**src/sv/pfbd_pkg.sv**
```systemverilog
package pfbd_pkg;

  localparam int unsigned HeaderBytes   = 16;
  localparam int unsigned TrailerBytes  = 8;
  localparam int unsigned OverheadBytes = HeaderBytes + TrailerBytes;
  localparam int unsigned PosWidth      = 33;
  localparam int unsigned MaxWidth      = 24;

  localparam logic [7:0] StartPattern [8] = '{
    8'hAA, 8'hD6, 8'h3E, 8'h69, 8'h02, 8'h5A, 8'h7F, 8'h55
  };
  localparam logic [7:0] EndPattern [8] = '{
    8'h55, 8'h7F, 8'h5A, 8'h02, 8'h69, 8'h3E, 8'hD6, 8'hAA
  };

  localparam int unsigned FlagStart    = 0;
  localparam int unsigned FlagSequence = 1;
  localparam int unsigned FlagOversize = 2;
  localparam int unsigned FlagEnd      = 3;

  typedef struct packed {
    logic [7:0]  payload_byte;
    logic        payload_valid;
    logic        frame_done;
    logic        start_error;
    logic        sequence_error;
    logic        oversize_error;
    logic        end_error;
    logic [31:0] frame_sequence;
    logic [31:0] payload_length;
  } result_t;

endpackage

```
**src/sv/pattern_framed_block_deframer_core.sv**
```systemverilog
// Deframer for a byte stream of framed blocks: 8-byte start pattern, big-endian
// 32-bit payload length and sequence number, payload, then an 8-byte end pattern.
// One byte beat is accepted per clock while the output is not stalled; each byte
// passes the input register and the single parsing stage, and its result is
// held in the result register. Payload bytes come out one per result, and the
// final byte of a frame gives a status result with the header fields and four
// error flags. Errors only raise flags and never shorten a frame, and there is no
// resynchronization. Write max_frame_bytes only while the block is idle.
module pattern_framed_block_deframer_core (
  input  logic                          clk_i,
  input  logic                          rst_ni,
  input  logic                          max_frame_bytes_we_i,
  input  logic [pfbd_pkg::MaxWidth-1:0] max_frame_bytes_i,
  input  logic                          in_valid,
  output logic                          in_stall,
  input  logic [7:0]                    stream_byte_i,
  output logic                          out_valid,
  input  logic                          out_stall,
  output logic [7:0]                    payload_byte_o,
  output logic                          payload_valid_o,
  output logic                          frame_done_o,
  output logic                          start_error_o,
  output logic                          sequence_error_o,
  output logic                          oversize_error_o,
  output logic                          end_error_o,
  output logic [31:0]                   frame_sequence_o,
  output logic [31:0]                   payload_length_o
);

  logic              held_valid;
  logic [7:0]        held_byte;
  logic              out_free;
  logic              advance;
  logic              res_valid;
  pfbd_pkg::result_t res_comb;
  pfbd_pkg::result_t res_out;

  assign advance = held_valid && out_free;

  pfbd_in_stage u_in_stage (
    .clk_i         (clk_i),
    .rst_ni        (rst_ni),
    .in_valid_i    (in_valid),
    .in_stall_o    (in_stall),
    .stream_byte_i (stream_byte_i),
    .advance_i     (advance),
    .held_valid_o  (held_valid),
    .held_byte_o   (held_byte)
  );

  pfbd_parser u_parser (
    .clk_i       (clk_i),
    .rst_ni      (rst_ni),
    .cfg_we_i    (max_frame_bytes_we_i),
    .cfg_wdata_i (max_frame_bytes_i),
    .step_i      (advance),
    .byte_i      (held_byte),
    .res_valid_o (res_valid),
    .res_o       (res_comb)
  );

  pfbd_out_stage u_out_stage (
    .clk_i       (clk_i),
    .rst_ni      (rst_ni),
    .load_i      (advance),
    .res_valid_i (res_valid),
    .res_i       (res_comb),
    .out_stall_i (out_stall),
    .free_o      (out_free),
    .out_valid_o (out_valid),
    .res_o       (res_out)
  );

  assign payload_byte_o   = res_out.payload_byte;
  assign payload_valid_o  = res_out.payload_valid;
  assign frame_done_o     = res_out.frame_done;
  assign start_error_o    = res_out.start_error;
  assign sequence_error_o = res_out.sequence_error;
  assign oversize_error_o = res_out.oversize_error;
  assign end_error_o      = res_out.end_error;
  assign frame_sequence_o = res_out.frame_sequence;
  assign payload_length_o = res_out.payload_length;

endmodule

```
**src/sv/pfbd_in_stage.sv**
```systemverilog
module pfbd_in_stage (
  input  logic       clk_i,
  input  logic       rst_ni,
  input  logic       in_valid_i,
  output logic       in_stall_o,
  input  logic [7:0] stream_byte_i,
  input  logic       advance_i,
  output logic       held_valid_o,
  output logic [7:0] held_byte_o
);

  logic       valid_q, valid_d;
  logic [7:0] byte_q, byte_d;
  logic       take;

  assign in_stall_o = valid_q && !advance_i;
  assign take       = in_valid_i && !in_stall_o;

  always_comb begin
    valid_d = valid_q;
    byte_d  = byte_q;
    if (take) begin
      valid_d = 1'b1;
      byte_d  = stream_byte_i;
    end else if (advance_i) begin
      valid_d = 1'b0;
    end
  end

  always_ff @(posedge clk_i or negedge rst_ni) begin
    if (!rst_ni) begin
      valid_q <= 1'b0;
    end else begin
      valid_q <= valid_d;
    end
  end

  always_ff @(posedge clk_i) begin
    byte_q <= byte_d;
  end

  assign held_valid_o = valid_q;
  assign held_byte_o  = byte_q;

endmodule

```
**src/sv/pfbd_parser.sv**
```systemverilog
module pfbd_parser (
  input  logic                            clk_i,
  input  logic                            rst_ni,
  input  logic                            cfg_we_i,
  input  logic [pfbd_pkg::MaxWidth-1:0]   cfg_wdata_i,
  input  logic                            step_i,
  input  logic [7:0]                      byte_i,
  output logic                            res_valid_o,
  output pfbd_pkg::result_t               res_o
);

  localparam int unsigned PW = pfbd_pkg::PosWidth;
  localparam int unsigned MW = pfbd_pkg::MaxWidth;

  logic [PW-1:0] pos_q, pos_d;
  logic [PW-1:0] pend_q, pend_d;
  logic [PW-1:0] plast_q, plast_d;
  logic [31:0]   len_q, len_d;
  logic [31:0]   seq_q, seq_d;
  logic [31:0]   last_q, last_d;
  logic [3:0]    flags_q, flags_d;
  logic [MW-1:0] max_q;

  logic [31:0]   seq_next;
  logic [2:0]    end_idx;
  logic [PW-1:0] frame_len;

  assign seq_next  = {seq_q[23:0], byte_i};
  assign end_idx   = pos_q[2:0] - pend_q[2:0];
  assign frame_len = {1'b0, len_q} + PW'(pfbd_pkg::OverheadBytes);

  always_comb begin
    pos_d       = pos_q;
    pend_d      = pend_q;
    plast_d     = plast_q;
    len_d       = len_q;
    seq_d       = seq_q;
    last_d      = last_q;
    flags_d     = flags_q;
    res_valid_o = 1'b0;
    res_o       = '0;
    if (step_i) begin
      pos_d = pos_q + PW'(1);
      if (pos_q < PW'(pfbd_pkg::HeaderBytes)) begin
        if (pos_q[3:0] == 4'd0) begin
          flags_d = '0;
        end
        if (pos_q[3] == 1'b0) begin
          if (byte_i != pfbd_pkg::StartPattern[pos_q[2:0]]) begin
            flags_d[pfbd_pkg::FlagStart] = 1'b1;
          end
        end else if (pos_q[2] == 1'b0) begin
          len_d = {len_q[23:0], byte_i};
        end else begin
          seq_d = seq_next;
          if (pos_q[1:0] == 2'b11) begin
            pend_d  = {1'b0, len_q} + PW'(pfbd_pkg::HeaderBytes);
            plast_d = {1'b0, len_q} + PW'(pfbd_pkg::OverheadBytes - 1);
            if (seq_next != last_q + 32'd1) begin
              flags_d[pfbd_pkg::FlagSequence] = 1'b1;
            end
            if (frame_len > {{(PW-MW){1'b0}}, max_q}) begin
              flags_d[pfbd_pkg::FlagOversize] = 1'b1;
            end
            last_d = seq_next;
          end
        end
      end else if (pos_q < pend_q) begin
        res_valid_o         = 1'b1;
        res_o.payload_byte  = byte_i;
        res_o.payload_valid = 1'b1;
      end else begin
        if (byte_i != pfbd_pkg::EndPattern[end_idx]) begin
          flags_d[pfbd_pkg::FlagEnd] = 1'b1;
        end
        if (pos_q >= plast_q) begin
          pos_d                = '0;
          res_valid_o          = 1'b1;
          res_o.frame_done     = 1'b1;
          res_o.start_error    = flags_d[pfbd_pkg::FlagStart];
          res_o.sequence_error = flags_d[pfbd_pkg::FlagSequence];
          res_o.oversize_error = flags_d[pfbd_pkg::FlagOversize];
          res_o.end_error      = flags_d[pfbd_pkg::FlagEnd];
          res_o.frame_sequence = seq_q;
          res_o.payload_length = len_q;
        end
      end
    end
  end

  always_ff @(posedge clk_i or negedge rst_ni) begin
    if (!rst_ni) begin
      pos_q   <= '0;
      pend_q  <= '0;
      plast_q <= '0;
      len_q   <= '0;
      seq_q   <= '0;
      last_q  <= '0;
      flags_q <= '0;
      max_q   <= MW'(65536);
    end else begin
      pos_q   <= pos_d;
      pend_q  <= pend_d;
      plast_q <= plast_d;
      len_q   <= len_d;
      seq_q   <= seq_d;
      last_q  <= last_d;
      flags_q <= flags_d;
      if (cfg_we_i) begin
        max_q <= cfg_wdata_i;
      end
    end
  end

endmodule

```
**src/sv/pfbd_out_stage.sv**
```systemverilog
module pfbd_out_stage (
  input  logic              clk_i,
  input  logic              rst_ni,
  input  logic              load_i,
  input  logic              res_valid_i,
  input  pfbd_pkg::result_t res_i,
  input  logic              out_stall_i,
  output logic              free_o,
  output logic              out_valid_o,
  output pfbd_pkg::result_t res_o
);

  logic              valid_q, valid_d;
  pfbd_pkg::result_t res_q, res_d;

  assign free_o = !valid_q || !out_stall_i;

  always_comb begin
    valid_d = valid_q;
    res_d   = res_q;
    if (free_o) begin
      valid_d = load_i && res_valid_i;
      if (load_i && res_valid_i) begin
        res_d = res_i;
      end
    end
  end

  always_ff @(posedge clk_i or negedge rst_ni) begin
    if (!rst_ni) begin
      valid_q <= 1'b0;
    end else begin
      valid_q <= valid_d;
    end
  end

  always_ff @(posedge clk_i) begin
    res_q <= res_d;
  end

  assign out_valid_o = valid_q;
  assign res_o       = res_q;

endmodule
```
**config.mk**
```make
export PLATFORM = sky130hd
export DESIGN_NAME = pattern_framed_block_deframer_core
export DESIGN_NICKNAME = d
export VERILOG_FILES = /design/src/sv/pfbd_pkg.sv /design/src/sv/pattern_framed_block_deframer_core.sv /design/src/sv/pfbd_in_stage.sv /design/src/sv/pfbd_parser.sv /design/src/sv/pfbd_out_stage.sv
export SDC_FILE = /design/constraint.sdc
export NUM_CORES = 1
export LEC_CHECK = 0
export ABC_AREA = 1
export BUFFER_PORTS_ARGS = -buffer_cell sky130_fd_sc_hd__buf_2
export CORE_MARGIN = 2
export CORE_UTILIZATION = 45
export DETAILED_ROUTE_END_ITERATION = 8
export PLACE_DENSITY = 0.73
export SLEW_MARGIN = 15
export SYNTH_ARGS = -nofsm -noshare
export SYNTH_HDL_FRONTEND = slang
export SYNTH_SLANG_ARGS = --single-unit
```
**constraint.sdc**
```tcl
create_clock -name clk_i -period 9.9 [get_ports clk_i]
set_input_delay 1.98 -clock clk_i [delete_from_list [all_inputs] [get_ports clk_i]]
set_output_delay 1.98 -clock clk_i [all_outputs]
set_load 0.01 [all_outputs]
```
==> impl_results.md <==
* Status: complete, no violations
* DIE WIDTH at 204 µm
* WP data arrival at 4.77 ns
* Multiplexer share of the synthesized area at 0.000624
* CTS Sinks at 311
* Routed met1 length at 19700 µm
* Sum Neg Setup Slack at 0 ns
* Post-detail-place hpwl at 35500 µm
* Most frequent cells in the layout: nand2_1, inv_1, nor2_1
* Setup-failing EPs final at 0
* DR vias/cell at 5.23
* Site Rows at 73
* Antenna violations before repair at 0
* Adder-Cell Fraction of Synth Area at 0.0753
* Final worst path period share at 0.466
* Area of the mapped netlist at 18100 µm²
* CTS Buf Count at 36
* Ports at 117
* CTS tree: yes
* Main synth FF type: dfrtp_1
* First-pass GRT wire length at 76500 µm
* First-pass iteration count of the detailed router at 7
* Starting density of the core at 0.455
* Worst slew margin at 0.384
* Post-CTS Setup Bufs at 0
* DRC viols at 0
* Diode count at 0
* #FFs+latches synth at 311
* Htree depth at 2
* Number of synthesized flops with an enable pin at 86
* Worst VDD drop at 0.107 mV
* P per Cell Area at 152 nW/µm²
* Vias in the first global route at 14859
* Area after DPL at 19000 µm²
* Max Used Layer: met4
* Max-capacitance violation count at 0
* CP startpoint kind: input pin
* DIE AREA at 41700 µm²
* Asr flop ratio synth at 0.723
* Library cells used by synthesis at 51
* Leak at 8.65 nW
* Die height at 204 µm
* Post-CTS Hold Fix Bufs at 0
* Max Buffers Root-to-Sink at 3
* Post-Syn Instances at 2201
* Simple-gate share of the synthesized area at 0.234
* CP required at 10.05 ns
* Final net count at 2445
* WL met3 at 2470 µm
* Area grow syn2layout at 12.2%
* Final WL at 47700 µm
* Pins Over Slew Limit at 0
* WL/cell at 16.7 µm
* GR Overflow Total at 0
* Fmax at 217 MHz
* Critical setup path kind: input pin to register
* Register area share after synthesis at 0.455
* Synth area leader: dfrtp_1
* Critical path endpoint category: register
* Post-layout min period at 4.62 ns
* Initial DRC count at 1062
* PostCTS Resize Cnt at 0
* Vias at 14912
* Post-synthesis compound-gate area fraction at 0.0920
* Main combinational cell family by area after synthesis: simple AND/OR/NAND/NOR gates
* Mapped Avg Cell Area at 8.20 µm²
* HP Class: register to register
* Final Instance Area at 20300 µm²
* RSZ-0062 raised after global routing: false
* PortBufs at 116
* CTS Root Cell: clkbuf_16
* Layout Skew at 0.0198 ns
* Synth top area share at 0.310
* All-Layer GR Usage at 0.232
* CP max FO at 63
* Syn_nets at 2346
* Clk_lat worst skew at 0.53 ns
* Worst-path clk slew at 0.06 ns
* Metal2 WL at 23700 µm
* Synth Area in XOR/XNOR at 0.0619
* Routability congestion estimate from global placement at 0.946
* Synth Warn # at 0
* Synth top area cells: dfrtp_1, edfxtp_1, nand2_1
* Most common cell after layout, fill and taps aside: nand2_1
* Largest net degree at the start of global routing at 99
* Final hold violation count at 0
* Core Footprint at 39600 µm²
* Post-DRT Antenna Nets at 0
* Slew @ Worst Pin at 0.924 ns
* Share of cells above drive strength 1 at 0.105
==> report_power, final <==
part | switching, mW | internal (mW) | leakage [nW]
combinational | 0.174 | 0.0942 | 4.39
clock | 0.539 | 0.887 | 0.623
sequential | 0.0400 | 1.34 | 3.64
total | 0.753 | 2.32 | 8.65
==> registers in the layout, indices dropped and copies added (netlist names) <==
signal                   flops
u_in_stage.held_byte_o       8
u_parser.plast_q            33
u_out_stage.out_valid_o      1
u_parser.flags_q             4
u_parser.pos_q              33
u_parser.seq_q              32
u_parser.len_q              32
u_in_stage.held_valid_o      1
u_parser.last_q             32
u_parser.max_q              24
u_parser.pend_q             33
u_out_stage.res_o           78
==> Yosys cell counts, drive strengths merged (4+ instances only) <==
master,n
a21oi,51
buf,44
clkbuf,16
dfrtp,224
edfxtp,86
ha,107
inv,290
nand2,565
nand3,76
nand3b,13
nand4,37
nor2,267
nor3,36
nor4,10
o211ai,4
o21ai,223
o21bai,6
xnor2,11
xor2,114
==> critical path, stage by stage <==
cell and delay (ns):
buf_2 0.09, nand2_1 0.14, nand2_1 0.34, nor2_1 0.37
clkinv_1 0.35, o21ai_4 0.63, buf_4 0.75
==> final cells by class <==
class	count	area [µm²]
Tap cell	525	657
Fill cell	3756	19400
Clock buffer	46	1020
Timing Repair Buffer	121	628
Clock inverter	18	249
Inverter	292	1100
Multi-Input combinational cell	1538	8400
Sequential cell	311	8210
==> final timing paths <==
kind / endpoint / from / cells after the start / slack, ns
max: u_out_stage.res_o[27]$_SDFFCE_PP0P_ / out_stall / 7 / 5.28
min: u_parser.flags_q[2]$_DFFE_PN0P_ / u_parser.flags_q[2]$_DFFE_PN0P_ / 2 / 0.48
max reg2reg: u_out_stage.res_o[68]$_SDFFCE_PP0P_ / u_parser.pos_q[2]$_DFFE_PN0P_ / 12 / 5.65
min reg2reg: u_parser.flags_q[2]$_DFFE_PN0P_ / u_parser.flags_q[2]$_DFFE_PN0P_ / 2 / 0.48
max in group asynchronous: u_parser.pend_q[5]$_DFFE_PN0P_ / rst_ni / 3 / 6.19
min in group asynchronous: u_parser.seq_q[31]$_DFFE_PN0P_ / rst_ni / 1 / 1.51
==> metrics by stage <==
stage | worst slack [ns] | total power, mW | std cells | hold slack [ns] | utilization
after floorplan | 1.07 | 1.58 | 2201 | 0.449 | -
after global placement | 4.91 | 1.65 | 2787 | 0.469 | 0.479
after detailed placement | 4.74 | 1.66 | 2787 | 0.471 | 0.479
after CTS | 5.26 | 3.09 | 2851 | 0.487 | 0.511
after global routing | 5.05 | 3.19 | 2851 | 0.510 | 0.511
final | 5.28 | 3.07 | 2851 | 0.484 | 0.511
==> cell families after synthesis <==
kind of cell,count (synthesis)
and+or+nand+nor,1010
buffers and inverters,352
DFF,311
AOI/OAI and AO/OA,293
xor gates and xnor gates,126
adders and majority gates,108
muxes,1
==> routing by layer <==
metal  GRT usage  vias up
li1            -     7249
met1       0.287     7082
met2       0.409      454
met3      0.0303      127
met4      0.0950        0
met5           0        -
Note: power is estimated with default switching activity, not from simulation.
